`config.mk`:
```
export PLATFORM = sky130hd
export DESIGN_NAME = kms_front
export DESIGN_NICKNAME = d
export VERILOG_FILES = /design/src/rtl/kms_pkg.sv /design/src/rtl/kms_front.sv
export SDC_FILE = /design/constraint.sdc
export NUM_CORES = 1
export LEC_CHECK = 0
export ABC_CLOCK_PERIOD_IN_PS = 12400
export BUFFER_PORTS_ARGS = -buffer_cell sky130_fd_sc_hd__buf_2
export CAP_MARGIN = 0
export CORE_MARGIN = 2
export CORE_UTILIZATION = 56
export DETAILED_ROUTE_END_ITERATION = 10
export PLACE_DENSITY = 0.88
export SKIP_LAST_GASP = 1
export SLEW_MARGIN = 20
export SYNTH_ARGS = -nofsm -noshare
export SYNTH_HDL_FRONTEND = slang
export SYNTH_SLANG_ARGS = --single-unit
```
`constraint.sdc`:
```
create_clock -name clk -period 12.4 [get_ports clk]
set_input_delay 3.72 -clock clk [delete_from_list [all_inputs] [get_ports clk]]
set_output_delay 3.72 -clock clk [all_outputs]
set_load 0.05 [all_outputs]
```
`src/rtl/kms_pkg.sv`:
```
// ----------------------------------------------------------------------------
// kms_pkg
// Shared types, codes and helpers of the keyed multi-stack manager.
// ----------------------------------------------------------------------------
package kms_pkg;

    localparam int NUM_STACKS_DEF  = 8;
    localparam int STACK_DEPTH_DEF = 64;

    // command queue between front and back
    localparam int QDEPTH = 2;
    localparam int QPW    = (QDEPTH > 1) ? $clog2(QDEPTH) : 1;
    localparam int QCW    = $clog2(QDEPTH + 1);

    localparam logic [2:0] CMD_CREATE = 3'd0;
    localparam logic [2:0] CMD_PUSH   = 3'd1;
    localparam logic [2:0] CMD_POP    = 3'd2;
    localparam logic [2:0] CMD_REMOVE = 3'd3;
    localparam logic [2:0] CMD_INFO   = 3'd4;

    localparam logic [2:0] STAT_OK       = 3'd0;
    localparam logic [2:0] STAT_EXISTS   = 3'd1;
    localparam logic [2:0] STAT_NOFREE   = 3'd2;
    localparam logic [2:0] STAT_NOTFOUND = 3'd3;
    localparam logic [2:0] STAT_EMPTY    = 3'd4;
    localparam logic [2:0] STAT_FULL     = 3'd5;

    localparam logic [1:0] SIZE_BYTE  = 2'd0;
    localparam logic [1:0] SIZE_WORD  = 2'd1;
    localparam logic [1:0] SIZE_DWORD = 2'd2;

    typedef struct packed {
        logic [2:0]  command;
        logic [30:0] key;
        logic [1:0]  element_size;
        logic [6:0]  capacity;
        logic [63:0] push_value;
    } req_word_t;

    typedef struct packed {
        logic [2:0]  status;
        logic [2:0]  slot_index;
        logic [63:0] pop_value;
        logic [1:0]  size_out;
        logic [6:0]  count_out;
        logic [6:0]  capacity_out;
    } rsp_word_t;

    // queued word plus the front's verdict on it
    typedef struct packed {
        req_word_t word;
        logic      bad;
    } q_item_t;

    typedef enum logic [1:0] {
        BS_IDLE,
        BS_MATCH,
        BS_RESOLVE,
        BS_POPWAIT
    } back_state_t;

    function automatic logic [63:0] size_mask(input logic [1:0] code);
        logic [63:0] m;
        case (code)
            SIZE_BYTE: m = 64'h0000_0000_0000_00FF;
            SIZE_WORD: m = 64'h0000_0000_FFFF_FFFF;
            default:   m = '1;
        endcase
        return m;
    endfunction

endpackage

```
`src/rtl/kms_front.sv`:
```
// ----------------------------------------------------------------------------
// kms_front
// Accepts command words, flags bad keys and codes, and queues them.
// ----------------------------------------------------------------------------
module kms_front (
    input  logic               clk,
    input  logic               rst_n,
    input  logic               start,
    input  kms_pkg::req_word_t request,
    output logic               busy,
    output logic               q_valid,
    output kms_pkg::q_item_t   q_item,
    input  logic               q_pop
);

    kms_pkg::q_item_t             entry_reg [kms_pkg::QDEPTH];
    logic [kms_pkg::QPW-1:0]      wr_ptr_reg, wr_ptr_next;
    logic [kms_pkg::QPW-1:0]      rd_ptr_reg, rd_ptr_next;
    logic [kms_pkg::QCW-1:0]      fill_reg, fill_next;
    kms_pkg::q_item_t             incoming;
    logic                         push;

    assign busy    = (fill_reg == kms_pkg::QCW'(kms_pkg::QDEPTH));
    assign q_valid = (fill_reg != '0);
    assign q_item  = entry_reg[rd_ptr_reg];
    assign push    = start && !busy;

    always_comb
    begin
        incoming.word = request;
        // key zero and unknown commands answer not found, whatever the key match gives
        incoming.bad  = (request.key == '0) || (request.command > kms_pkg::CMD_INFO);

        wr_ptr_next = wr_ptr_reg;
        rd_ptr_next = rd_ptr_reg;
        fill_next   = fill_reg;
        if (push)
        begin
            wr_ptr_next = (wr_ptr_reg == kms_pkg::QPW'(kms_pkg::QDEPTH - 1)) ?
                          '0 : wr_ptr_reg + 1'b1;
        end
        if (q_pop && q_valid)
        begin
            rd_ptr_next = (rd_ptr_reg == kms_pkg::QPW'(kms_pkg::QDEPTH - 1)) ?
                          '0 : rd_ptr_reg + 1'b1;
        end
        if (push && !(q_pop && q_valid))
        begin
            fill_next = fill_reg + 1'b1;
        end
        else if (!push && q_pop && q_valid)
        begin
            fill_next = fill_reg - 1'b1;
        end
    end

    always_ff @(posedge clk or negedge rst_n)
    begin
        if (!rst_n)
        begin
            wr_ptr_reg <= '0;
            rd_ptr_reg <= '0;
            fill_reg   <= '0;
        end
        else
        begin
            wr_ptr_reg <= wr_ptr_next;
            rd_ptr_reg <= rd_ptr_next;
            fill_reg   <= fill_next;
        end
    end

    always_ff @(posedge clk)
    begin
        if (push)
        begin
            entry_reg[wr_ptr_reg] <= incoming;
        end
    end

endmodule

```
Word-level counts from Yosys, hierarchy flattened. Memories as Yosys holds them, arrays and structs flattened. Index checks and enable logic that the tools add are counted.

Bits in latches: 0. Bits of input ports: 111. Output and inout port bits: 110. Bits in registers: 4. Word-level logic and storage cells: 28. Memories kept: 1. ROM bits: 0. Memory bits (writable): 216.

Memory list: entry_reg (depth 2, width 108, rd ports 1, clocked after Yosys merged registers in 0, wr ports 1, line kms_front.sv:16) `kms_pkg::q_item_t entry_reg [kms_pkg::QDEPTH];`.

Multipliers: 0. Divide/modulo/power cells: 0. Multiplexer cells: 6. Shift-type cells: 0. Add/sub/neg operators: 4. Reduce and logical (&&, ||, !) cells: 12. Equality and inequality tests: 1. Bitwise operators: 0. Magnitude comparators: 1.

Operator list (count): logical NOT 31 bit (1); logical AND 1 bit (5); two-way mux 1 bit (4); two-way mux 2 bit (2); nonzero test 2 bit (2); > comparator 3 bit (second input constant) (1); logical NOT 1 bit (3); adder 1 bit (second input constant) (2); adder 2 x 1 -> 2 bit (second input constant) (1); == test 2 bit (second input constant) (1); subtractor 2 x 1 -> 2 bit (second input constant) (1); logical OR 1 bit (1).

Longest topological paths before layout. Gate-level depths: netlist of run 1.

Word-level depth: 8. Mapped depth: 4. Gate-level depth less buffers: 4.

Worst setup path after synthesis of run 1. OpenSTA, ideal clock, no wires.

Path kind: input port to flip-flop. From: input port start. To: memory entry_reg[0][0] (netlist name), enable pin. Required time: 11.824 ns. Cell stages on the path: 2. Setup time: 0.576 ns. Arrival: 8.286 ns. Slack: 3.539 ns. Path buffers: 0. Cells stage by stage: nand2_1 nor2_1.

Word-level cells in the longest chain between the ends: 3.

RTL lines: from (decl) (line kms_front.sv:8) `input logic start,`; logical AND 1 bit (line kms_front.sv:26) `assign push = start && !busy;`; two-way mux 1 bit (line kms_front.sv:75) `if (push)`; two-way mux 1 bit (implied by the code) (line kms_front.sv:77) `entry_reg[wr_ptr_reg] <= incoming;`; to (decl) (line kms_front.sv:16).

No other way between the ends.

==> metrics.log, run 1 <==
[metrics] run status: finished, final reports clean
[metrics] global-route wire length before repair: 24,100 um
[metrics] gate count after technology mapping: 370
[metrics] Clock Pin Slew Worst Setup and Hold Paths: 0.06 ns
[metrics] number of rows in the core area: 43
[metrics] Post-Place Cells: 762
[metrics] number of synthesized register bits: 220
[metrics] Period minus WS final: 6.54 ns
[metrics] Syn Nets: 481
[metrics] hpwl dp: 10,300 um
[metrics] most common library cell in the layout ignoring fill and taps: sky130_fd_sc_hd__buf_2
[metrics] leakage power of the design: 3.79 nW
[metrics] die area: 15,400 um^2
[metrics] gpl congestion: 0.765
[metrics] switching power of the nets: 0.00109 W
[metrics] sequence of cells on the critical path: buf_4, mux2_2, buf_2
[metrics] power density relative to cell area: 271 nW/um^2
[metrics] Max-cap violations: 0
[metrics] port bufs: 220
[metrics] standard cell with the maximum stage delay on the critical path: sky130_fd_sc_hd__dfrtp_4
[metrics] Antenna Diode Count: 0
[metrics] part of the power in registers: 39.0%
[metrics] total congestion overflow after global routing: 0
[metrics] via count of the first global-routing pass: 4,597
[metrics] insertion delay to the later sink of the worst-skew pair: 0.48 ns
[metrics] drc violations: 0
[metrics] clock tree buffer depth: 3
[metrics] internal power component: 0.00162 W
[metrics] Synthesis Warnings: 0
[metrics] worst reg-to-reg setup slack: 9.97 ns
[metrics] clock sink count: 220
[metrics] initial antenna violation count: 0
[metrics] data arrival time of the critical path: 2.82 ns
[metrics] number of I/O pins: 221
[metrics] Area Growth Syn to Fin: 23.9%
[metrics] number of setup buffers added after CTS: 0
[metrics] library cell used as clock root buffer: sky130_fd_sc_hd__clkbuf_16
[metrics] final number of max-transition violations: 0
[metrics] Synth Cell Area: 8090 um^2
[metrics] hold-fix buffer count after cts: 0
[metrics] timing-limited maximum frequency: 0.153 GHz
[metrics] vias per cell: 5.39
[metrics] count of filler cells inserted in the layout: 858
[metrics] startpoint kind of the worst setup timing path: register
[metrics] depth of the CTS H-tree: 1
[metrics] most frequent cells in the layout: sky130_fd_sc_hd__buf_2 (220), sky130_fd_sc_hd__edfxtp_1 (216), sky130_fd_sc_hd__mux2_2 (98), sky130_fd_sc_hd__clkbuf_16 (23), sky130_fd_sc_hd__mux2_4 (10)
[metrics] TNS Setup: 0 ns
[metrics] vertical die dimension: 124 um
[metrics] Die X: 124 um
[metrics] synth unique cells: 21
[metrics] post-cts sizing count: 0
[metrics] proportion of total power due to net switching: 40.2%
[metrics] number of search-and-repair iterations in the first detailed-routing pass: 4
[metrics] number of nets in the final layout: 717
[metrics] share of power burned in the clock network: 21.6%
[metrics] final wirelength: 15,500 um
[metrics] critical path's largest stage delay: 0.86 ns
[metrics] post-route fraction of the period consumed by the critical path: 52.8%
[metrics] kind of cell adding the most delay to the critical path: buffers and inverters
[metrics] worst-margin pin slew: 0.803 ns
[metrics] pin count of the biggest net entering global routing: 59
[metrics] final standard cell count with taps included and fillers excluded: 801
[metrics] fraction of final layout cells with drive strength greater than 1: 58.3%
[metrics] Final Hold Viols: 0
[metrics] starting utilization of the core area: 57.8%
[metrics] Buf/Inv on CP: 2
[metrics] Clock Skews: 0.00487 ns
[metrics] vias: 4,314
[metrics] Setup-failing EPs final: 0
[metrics] worst-path maximum fanout: 58
[metrics] TritonCTS clock tree: done
[metrics] crit end category: output port
[metrics] Logic pwr share: 39.4%
[metrics] total clock buffers created by CTS: 22
[metrics] worst endpoint required time: 8.68 ns
[metrics] detail-routed net length per standard cell: 19.3 um
[metrics] RSZ-0062 raised after global routing: no
[metrics] Crit Path Category: register to output port
[metrics] area taken by multi-input logic gates: 1430 um^2
[metrics] total global routing track utilization: 19.6%
[metrics] worst slew margin relative to its limit: 46.4%
[metrics] peak supply drop: 0.182 mV
[metrics] area of the core: 14,000 um^2
[metrics] starting DRC count in detailed routing: 313
[metrics] total area of sequential cells: 6590 um^2
[metrics] remaining number of nets flagged by the antenna check after routing: 0
[metrics] average instance area after synthesis: 21.9 um^2
[metrics] Hold Crit Class: register to register
[metrics] Largest register FFs: 216
[metrics] sequential area share after synthesis: 81.4%
Yosys cell counts (all sizes together):
library cell / instances / area (um^2)
a21oi: 3 / 15.0
and3: 1 / 6.26
buf: 12 / 78.8
dfrtp: 4 / 100
edfxtp: 216 / 6490
inv: 2 / 7.51
mux2: 108 / 1250
nand2: 2 / 7.51
nand2b: 1 / 6.26
nand4: 2 / 12.5
nor2: 1 / 3.75
nor2b: 1 / 6.26
nor3: 1 / 5.00
nor3b: 1 / 7.51
nor4: 7 / 43.8
o211ai: 1 / 7.51
o21ai: 4 / 20.0
or2: 1 / 6.26
xnor2: 2 / 17.5
cell families after synthesis:
group,synth area share (%)
simple gates,1.30
flops,81.4
mux,15.5
compound gates,0.526
buf+inv,1.07
xor+xnor,0.217
metrics by stage:
step                      util [%]  total power (W)  instance area, um^2  hold slack [ns]  worst slack, ns
after global placement        67.1          0.00212                 9390            0.516             6.40
after CTS                     71.7          0.00274                10000            0.560             5.83
after detailed placement      67.1          0.00215                 9390            0.548             6.35
after global routing          71.7          0.00282                10000            0.570             5.72
after floorplan                  -          0.00194                 8090            0.460             3.54
final                         71.7          0.00271                10000            0.565             5.86
area by class of cell:
cell class                 instances  share of cell area, %
clock inverter                     8                  0.337
sequential                       220                   65.7
tap                              180                   2.25
timing repair buffer             224                   11.3
inverter                           2                 0.0749
clock buffer                      31                   6.04
multi-input combinational        136                   14.3
layer usage:
metal,up-vias,GRT usage (%),share of wire (%)
li1,1957,-,-
met1,2138,23.1,38
met2,192,35.4,52
met3,27,5.59,7.9
met4,0,4.82,2.0
met5,-,0,0
final timing paths:
kind	from	end	cells past startpoint
max	rd_ptr_reg$_DFFE_PN0P_	q_item[13]	3
min in group asynchronous	rst_n	fill_reg[1]$_DFFE_PN0P_	1
min	wr_ptr_reg$_DFFE_PN0P_	wr_ptr_reg$_DFFE_PN0P_	1
min reg2reg	wr_ptr_reg$_DFFE_PN0P_	wr_ptr_reg$_DFFE_PN0P_	1
max in group asynchronous	rst_n	rd_ptr_reg$_DFFE_PN0P_	1
max reg2reg	fill_reg[0]$_DFFE_PN0P_	entry_reg[1][84]$_DFFE_PP_	3
power groups by stage:
stage	combinational [W]	sequential [W]	clock, W
6_report	0.00107	0.00106	0.000587
5_1_grt	0.00111	0.00107	0.000632
4_1_cts	0.00108	0.00106	0.000599
3_5_place_dp	0.00108	0.00107	0
3_3_place_gp	0.00106	0.00106	0
2_1_floorplan	0.000895	0.00105	0
No activity file was read; power rests on OpenSTA's default activity.
==> inputs of run 2 (changes only) <==
Settings changed: ABC_AREA set to 1, ABC_CLOCK_PERIOD_IN_PS 12400 to 6100, CORE_UTILIZATION 56 to 52, PLACE_DENSITY 0.88 to 0.82.
Clock period 12.4 ns to 6.1 ns, I/O delays scaled along.
==> run 2 against run 1 <==
Net effect: non-clock buffer count is 1 higher; sequential share of layout area is 0.78 points lower; largest cell class unchanged; area after synthesis is 0.82% higher; via count is 21% higher; final area is 1.2% higher.
==> metrics.log, run 2 <==
[metrics] area of the core: 15,300 um^2 (+9.1%)
[metrics] area share of and/or/nand/nor cells after synthesis: 16.7% (+15 points)
[metrics] Max-cap violations: 0 (unchanged)
[metrics] peak supply drop: 0.392 mV (+120%)
[metrics] final wirelength: 16,800 um (+8.4%)
[metrics] Period minus WS final: 4.19 ns
[metrics] clock tree buffer depth: 3 (unchanged)
[metrics] library cell used as clock root buffer: sky130_fd_sc_hd__clkbuf_16
[metrics] leakage power of the design: 4.37 nW (+15%)
[metrics] number of setup buffers added after CTS: 0 (unchanged)
[metrics] Die X: 129 um (+4.1%)
[metrics] largest family of logic cells by synthesized area: simple AND/OR/NAND/NOR gates
[metrics] leading post-synthesis cells by cell area: sky130_fd_sc_hd__edfxtp_1 (80%), sky130_fd_sc_hd__nand2_1 (15%), sky130_fd_sc_hd__dfrtp_1 (1.2%), sky130_fd_sc_hd__nor2_1 (1.1%), sky130_fd_sc_hd__buf_2 (1.0%)
[metrics] Yosys top cell by area: sky130_fd_sc_hd__edfxtp_1
[metrics] Clock Skews: 0.0129 ns (+0.00802 ns)
[metrics] Area Growth Syn to Fin: 24.4%
[metrics] xor-xnor portion of the synthesized cell area: 0.322% (+0.11 points)
[metrics] Buf/Inv on CP: 2 (unchanged)
[metrics] RSZ-0062 raised after global routing: no
[metrics] number of nets in the final layout: 954 (+33%)
[metrics] crit end category: output port
[metrics] Compound-Gate Fraction of Synth Area: 0.337% (-0.19 points)
[metrics] Crit Path Category: register to output port
[metrics] global-route wire length before repair: 24,500 um (+1.7%)
[metrics] pin count of the biggest net entering global routing: 110 (+86%)
[metrics] dominant synthesized flop cell: sky130_fd_sc_hd__edfxtp_1
[metrics] CP endpoint: q_item[40]
[metrics] total power consumption of the routed design: 0.00609 W (+120%)
[metrics] drc violations: 0 (unchanged)
[metrics] number of I/O pins: 221 (unchanged)
[metrics] wire length the detailed router placed on met1: 6420 um (+9.8%)
[metrics] gate count after technology mapping: 617 (+67%)
[metrics] number of synthesized register bits: 220 (unchanged)
[metrics] Critical path origin: rd_ptr_reg$_DFFE_PN0P_
[metrics] Reg-to-Reg Start: fill_reg[1]$_DFFE_PN0P_
[metrics] synth cell count leaders: sky130_fd_sc_hd__nand2_1 (336), sky130_fd_sc_hd__edfxtp_1 (216), sky130_fd_sc_hd__nor2_1 (23)
[metrics] proportion of netlist area held by the largest area contributor: 79.5% (-0.65 points)
[metrics] remaining number of nets flagged by the antenna check after routing: 0 (unchanged)
[metrics] vias per cell: 4.89 (-9.2%)
[metrics] top layer reached by signal wires: met4
[metrics] starting DRC count in detailed routing: 360 (+15%)
[metrics] total congestion overflow after global routing: 0 (unchanged)
[metrics] standard cell with the maximum stage delay on the critical path: sky130_fd_sc_hd__inv_4
[metrics] cell area after placement: 9450 um^2 (+0.65%)
[metrics] worst-path maximum fanout: 109 (+88%)
[metrics] total clock buffers created by CTS: 22 (unchanged)
[metrics] hold-fix buffer count after cts: 0 (unchanged)
[metrics] final number of max-transition violations: 0 (unchanged)
[metrics] vias: 5,237 (+21%)
[metrics] post-route fraction of the period consumed by the critical path: 68.7%
[metrics] total global routing track utilization: 19.2% (-0.40 points)
[metrics] startpoint kind of the worst setup timing path: register
[metrics] fraction of final layout cells with drive strength greater than 1: 30.2% (-28 points)
[metrics] area taken by multi-input logic gates: 1430 um^2 (-0.26%)
[metrics] die area: 16,700 um^2 (+8.3%)
[metrics] kind of cell adding the most delay to the critical path: buffers and inverters
[metrics] number of enable flip-flop cells after synthesis: 216 (unchanged)
[metrics] adder and majority cell fraction of the synthesized area: 0% (unchanged)
[metrics] sequence of cells on the critical path: inv_4, nand2_1, nand2_1, buf_2
[metrics] worst endpoint required time: 4.27 ns (-4.41 ns)
[metrics] cell with the most instances after synthesis: sky130_fd_sc_hd__nand2_1
[metrics] starting utilization of the core area: 53.5% (-4.4 points)
[metrics] sequential area share after synthesis: 80.7% (-0.66 points)
[metrics] cell occurring most often along the worst timing path: sky130_fd_sc_hd__nand2_1
[metrics] gpl congestion: 0.746 (-2.5%)
[metrics] Syn Nets: 728 (+51%)
[metrics] share of synthesized registers carrying an async set or reset: 1.82% (unchanged)
[metrics] run status: finished, final reports clean
[metrics] depth of the CTS H-tree: 1 (unchanged)
[metrics] Hold Crit Class: register to register
[metrics] worst reg-to-reg setup slack: 4.02 ns (-5.95 ns)
[metrics] timing-limited maximum frequency: 0.239 GHz
[metrics] number of rows in the core area: 45 (+4.7%)
[metrics] sum of met3 wire segment lengths after detailed routing: 1410 um (+15%)
[metrics] power density relative to cell area: 601 nW/um^2 (+120%)
[metrics] port bufs: 220 (unchanged)
[metrics] post-cts sizing count: 0 (unchanged)
[metrics] most frequent cells in the layout: sky130_fd_sc_hd__nand2_1 (336), sky130_fd_sc_hd__buf_2 (220), sky130_fd_sc_hd__edfxtp_1 (216), sky130_fd_sc_hd__clkbuf_16 (23), sky130_fd_sc_hd__nor2_1 (21)
[metrics] TritonCTS clock tree: done
[metrics] Clock Pin Slew Worst Setup and Hold Paths: 0.06 ns (about the same)
[metrics] worst slew margin relative to its limit: 26.5% (-20 points)
[metrics] share of cell area taken by muxes after synthesis: 0% (-15 points)
[metrics] detail-routed net length per standard cell: 15.7 um (-19%)
[metrics] hpwl dp: 10,600 um (+2.9%)
[metrics] Synthesis Warnings: 0 (unchanged)
[metrics] R2R depth: 5 (+2)
[metrics] total area of sequential cells: 6590 um^2 (unchanged)
[metrics] synth unique cells: 15 (-29%)
[metrics] finished layout cell area: 10,100 um^2 (+1.2%)
[metrics] Largest register FFs: 216 (unchanged)
[metrics] final worst hold slack: 0.517 ns (-0.0479 ns)
[metrics] via count of the first global-routing pass: 5,012 (+9.0%)
[metrics] Setup-failing EPs final: 0 (unchanged)
[metrics] final standard cell count with taps included and fillers excluded: 1,071 (+34%)
[metrics] number of search-and-repair iterations in the first detailed-routing pass: 4 (unchanged)
[metrics] routed wire length on met2: 8620 um (+6.4%)
[metrics] data arrival time of the critical path: 2.36 ns (-0.46 ns)
[metrics] clock sink count: 220 (unchanged)
[metrics] count of filler cells inserted in the layout: 1,096 (+28%)
[metrics] Synth Cell Area: 8160 um^2 (+0.82%)
[metrics] Post-Place Cells: 1,029 (+35%)
[metrics] worst reg2reg endpoint: entry_reg[0][45]$_DFFE_PP_
[metrics] critical path's largest stage delay: 0.77 ns (-0.09 ns)
[metrics] insertion delay to the later sink of the worst-skew pair: 0.49 ns (about the same)
[metrics] initial antenna violation count: 1 (+1)
[metrics] depth of the critical timing path with buffers and inverters included: 4 (+1)
[metrics] worst-margin pin slew: 1.10 ns (+0.300 ns)
[metrics] average instance area after synthesis: 13.2 um^2 (-40%)
[metrics] Final Hold Viols: 0 (unchanged)
[metrics] vertical die dimension: 129 um (+4.1%)
[metrics] most common library cell in the layout ignoring fill and taps: sky130_fd_sc_hd__nand2_1
-- run 2: cell types whose count changed after synthesis, moves of 2 or more --
cell and change:
sky130_fd_sc_hd__inv_1 +2, sky130_fd_sc_hd__xnor2_1 -2, sky130_fd_sc_hd__mux2_2 -98, sky130_fd_sc_hd__buf_2 +8
sky130_fd_sc_hd__nand4_1 -2, sky130_fd_sc_hd__a21oi_1 -3, sky130_fd_sc_hd__nand2_1 +334, sky130_fd_sc_hd__mux2_4 -10
sky130_fd_sc_hd__nor4_1 -7, sky130_fd_sc_hd__buf_4 +4, sky130_fd_sc_hd__nor2_1 +22, sky130_fd_sc_hd__xor2_1 +3
-- run 2: per-layer routing --
| layer | track usage, % | vias to the layer above |
|---|---|---|
| met1 | 23.1 | 2441 |
| li1 | - | 2532 |
| met2 | 34.1 | 238 |
| met3 | 4.79 | 26 |
| met4 | 5.95 | 0 |
| met5 | 0 | - |
-- run 2: worst register-to-register path, stage by stage, from the launching register on --
cell and delay, ns:
sky130_fd_sc_hd__dfrtp_1 0.40, sky130_fd_sc_hd__inv_1 0.08, sky130_fd_sc_hd__o21ai_1 0.17, sky130_fd_sc_hd__nor2_4 0.35, sky130_fd_sc_hd__buf_12 0.24, sky130_fd_sc_hd__buf_4 0.46
-- run 2: cell type report --
cell class                      count  area share, %
Inverter                            5          0.210
Antenna cell                        2         0.0493
Sequential cell                   220           65.0
Tap cell                          211           2.60
Clock inverter                     12          0.777
Multi-Input combinational cell    369           14.1
Clock buffer                       27           5.82
Timing Repair Buffer              225           11.5
-- run 2: worst min-delay path by stage --
stage / start / end / slack (ns) / cells after the start
final: fill_reg[1]$_DFFE_PN0P_ / fill_reg[1]$_DFFE_PN0P_ / 0.52 / 1
after global routing: fill_reg[1]$_DFFE_PN0P_ / fill_reg[1]$_DFFE_PN0P_ / 0.54 / 1
after CTS: fill_reg[1]$_DFFE_PN0P_ / fill_reg[1]$_DFFE_PN0P_ / 0.51 / 1
after detailed placement: fill_reg[1]$_DFFE_PN0P_ / fill_reg[1]$_DFFE_PN0P_ / 0.51 / 1
after global placement: fill_reg[1]$_DFFE_PN0P_ / fill_reg[1]$_DFFE_PN0P_ / 0.50 / 1
after floorplan: fill_reg[1]$_DFFE_PN0P_ / fill_reg[1]$_DFFE_PN0P_ / 0.47 / 1
-- run 2: metrics by stage --
step           setup slack [ns]  utilization, %  TNS (ns)
6_report                   1.91            66.5         0
5_1_grt                    1.77            66.5         0
4_1_cts                    1.89            66.3         0
3_5_place_dp               2.07            61.9         0
3_3_place_gp               2.14            61.9         0
2_1_floorplan            -0.906               -   -195.62
-- run 2: where the power goes --
group	internal [W]	switching (W)	leakage, nW	total, W
Clock	0.000727	0.000513	0.334	0.00124
Sequential	0.00206	0.0000825	2.06	0.00215
Combinational	0.000497	0.00221	1.97	0.00271
-- run 2: cell families (layout without fill, tap and decap cells) --
logic type      count (synthesis)  in the layout
flops                         220            220
other cells                     0              2
buf+inv                        28            269
simple gates                  361            361
xor+xnor                        3              3
compound gates                  5              5
==> inputs of run 3 (changes only) <==
Settings changed: ABC_CLOCK_PERIOD_IN_PS 6100 to 3700, CORE_UTILIZATION 52 to 47, PLACE_DENSITY 0.82 to 0.79.
Clock period 6.1 ns to 3.7 ns, I/O delays scaled along.
==> run 3 against run 2 <==
Net effect: via count is 1.3% lower; clock skew is 0.0066 ns higher; die area is 10% higher; critical path type unchanged; clock-buffer cell count is 2 lower.
==> metrics.log, run 3 (synthesis results as in run 2) <==
[metrics] run status: finished, final reports clean
[metrics] startpoint kind of the worst setup timing path: register
[metrics] Setup-failing EPs final: 0 (unchanged)
[metrics] Final Hold Viols: 0 (unchanged)
[metrics] clock sink count: 220 (unchanged)
[metrics] insertion delay to the later sink of the worst-skew pair: 0.49 ns (about the same)
[metrics] hold-fix buffer count after cts: 0 (unchanged)
[metrics] post-cts sizing count: 0 (unchanged)
[metrics] final number of max-transition violations: 0 (unchanged)
[metrics] area of the core: 17,100 um^2 (+12%)
[metrics] timing-limited maximum frequency: 0.325 GHz
[metrics] most common library cell in the layout ignoring fill and taps: sky130_fd_sc_hd__nand2_1
[metrics] critical path's largest stage delay: 0.50 ns (-0.27 ns)
[metrics] Period minus WS final: 3.08 ns
[metrics] library cell used as clock root buffer: sky130_fd_sc_hd__clkbuf_16
[metrics] Crit Path Category: register to output port
[metrics] RSZ-0062 raised after global routing: no
[metrics] starting DRC count in detailed routing: 280 (-22%)
[metrics] vias per cell: 4.76 (-2.7%)
[metrics] count of filler cells inserted in the layout: 1,343 (+23%)
[metrics] number of setup buffers added after CTS: 0 (unchanged)
[metrics] number of nets in the final layout: 956 (+0.21%)
[metrics] total area of sequential cells: 6590 um^2 (unchanged)
[metrics] clock tree buffer depth: 3 (unchanged)
[metrics] worst slew margin relative to its limit: 49.8% (+23 points)
[metrics] hpwl dp: 9960 um (-6.0%)
[metrics] Clock Skews: 0.0195 ns (+0.00663 ns)
[metrics] sequence of cells on the critical path: inv_4, buf_4, nand2_1, nand2_1, buf_2
[metrics] final wirelength: 15,800 um (-5.7%)
[metrics] total global routing track utilization: 16.7% (-2.5 points)
[metrics] port bufs: 220 (unchanged)
[metrics] data arrival time of the critical path: 1.97 ns (-0.39 ns)
[metrics] die area: 18,400 um^2 (+10%)
[metrics] detail-routed net length per standard cell: 14.6 um (-7.1%)
[metrics] worst endpoint required time: 2.59 ns (-1.68 ns)
[metrics] drc violations: 0 (unchanged)
[metrics] Area Growth Syn to Fin: 25.0%
[metrics] Die X: 136 um (+5.0%)
[metrics] Largest register FFs: 216 (unchanged)
[metrics] crit end category: output port
[metrics] Buf/Inv on CP: 3 (+1)
[metrics] post-route fraction of the period consumed by the critical path: 83.2%
[metrics] worst-path maximum fanout: 26 (-76%)
[metrics] total clock buffers created by CTS: 22 (unchanged)
[metrics] global-route wire length before repair: 23,900 um (-2.4%)
[metrics] kind of cell adding the most delay to the critical path: buffers and inverters
[metrics] cell occurring most often along the worst timing path: sky130_fd_sc_hd__nand2_1
[metrics] Hold Crit Class: input pin to async pin
[metrics] cell area after placement: 9510 um^2 (+0.69%)
[metrics] total congestion overflow after global routing: 0 (unchanged)
[metrics] Clock Pin Slew Worst Setup and Hold Paths: 0.06 ns (about the same)
[metrics] vertical die dimension: 136 um (+5.0%)
[metrics] standard cell with the maximum stage delay on the critical path: sky130_fd_sc_hd__dfrtp_4
[metrics] finished layout cell area: 10,200 um^2 (+0.51%)
[metrics] TritonCTS clock tree: done
[metrics] gpl congestion: 0.778 (+4.4%)
[metrics] worst-margin pin slew: 0.753 ns (-0.350 ns)
[metrics] starting utilization of the core area: 47.7% (-5.8 points)
[metrics] area taken by multi-input logic gates: 1430 um^2 (unchanged)
[metrics] number of I/O pins: 221 (unchanged)
[metrics] number of rows in the core area: 48 (+6.7%)
[metrics] vias: 5,170 (-1.3%)
[metrics] via count of the first global-routing pass: 4,976 (-0.72%)
[metrics] remaining number of nets flagged by the antenna check after routing: 0 (unchanged)
[metrics] fraction of final layout cells with drive strength greater than 1: 30.4% (+0.24 points)
[metrics] depth of the CTS H-tree: 1 (unchanged)
[metrics] number of search-and-repair iterations in the first detailed-routing pass: 5 (+1)
[metrics] most frequent cells in the layout: sky130_fd_sc_hd__nand2_1 (336), sky130_fd_sc_hd__buf_2 (220), sky130_fd_sc_hd__edfxtp_1 (216), sky130_fd_sc_hd__clkbuf_16 (23), sky130_fd_sc_hd__nor2_1 (21)
[metrics] initial antenna violation count: 1 (unchanged)
[metrics] Max-cap violations: 0 (unchanged)
[metrics] pin count of the biggest net entering global routing: 109 (-0.91%)
[metrics] utilization of the core after routing: 59.6% (-6.9 points)
run 3: changes by cell type in the layout (fill, tap and decap cells not counted):
cell                       change
sky130_fd_sc_hd__buf_4         +2
sky130_fd_sc_hd__clkbuf_1      -2
sky130_fd_sc_hd__clkinv_1      +2
sky130_fd_sc_hd__clkinv_4      +2
sky130_fd_sc_hd__buf_12        +1
sky130_fd_sc_hd__buf_6         -1
sky130_fd_sc_hd__clkinv_2      -1
sky130_fd_sc_hd__diode_2       -1
run 3: final timing paths:
path	start	endpoint	cells after the start	slack, ns
worst max register to register	fill_reg[1]$_DFFE_PN0P_	entry_reg[0][13]$_DFFE_PP_	4	1.89
max in group asynchronous	rst_n	rd_ptr_reg$_DFFE_PN0P_	1	3.15
worst max-delay path	rd_ptr_reg$_DFFE_PN0P_	q_item[68]	5	0.62
worst min register to register	fill_reg[1]$_DFFE_PN0P_	fill_reg[1]$_DFFE_PN0P_	1	0.54
min in group clk	fill_reg[1]$_DFFE_PN0P_	fill_reg[1]$_DFFE_PN0P_	1	0.54
worst min-delay path	rst_n	fill_reg[0]$_DFFE_PN0P_	1	0.41
run 3: routing by layer:
layer	wire, um	global-route usage [%]
met4	289	5.27
met5	0	0
met1	6040	19.3
met3	1430	4.98
met2	8060	29.9
run 3: final cells by class:
type,count,area share [%]
Clock inverter,15,0.969
Clock buffer,25,5.72
Timing Repair Buffer,227,11.7
Multi-Input combinational cell,369,14.0
Sequential cell,220,64.6
Tap cell,225,2.76
Antenna cell,1,0.0245
Inverter,5,0.209
run 3: per-stage QoR:
stage / worst slack [ns] / instances / TNS, ns / hold slack, ns
CTS: 0.578 / 1086 / 0 / 0.391
floorplan: -0.784 / 617 / -169.43 / 0.472
global placement: 1.11 / 1046 / 0 / 0.504
finish: 0.620 / 1087 / 0 / 0.410
detailed placement: 1.11 / 1046 / 0 / 0.528
global route: 0.480 / 1086 / 0 / 0.397
Power of run 3 is not shown: default switching activity piles up to over one toggle a cycle in this logic, so the estimate is an artifact.
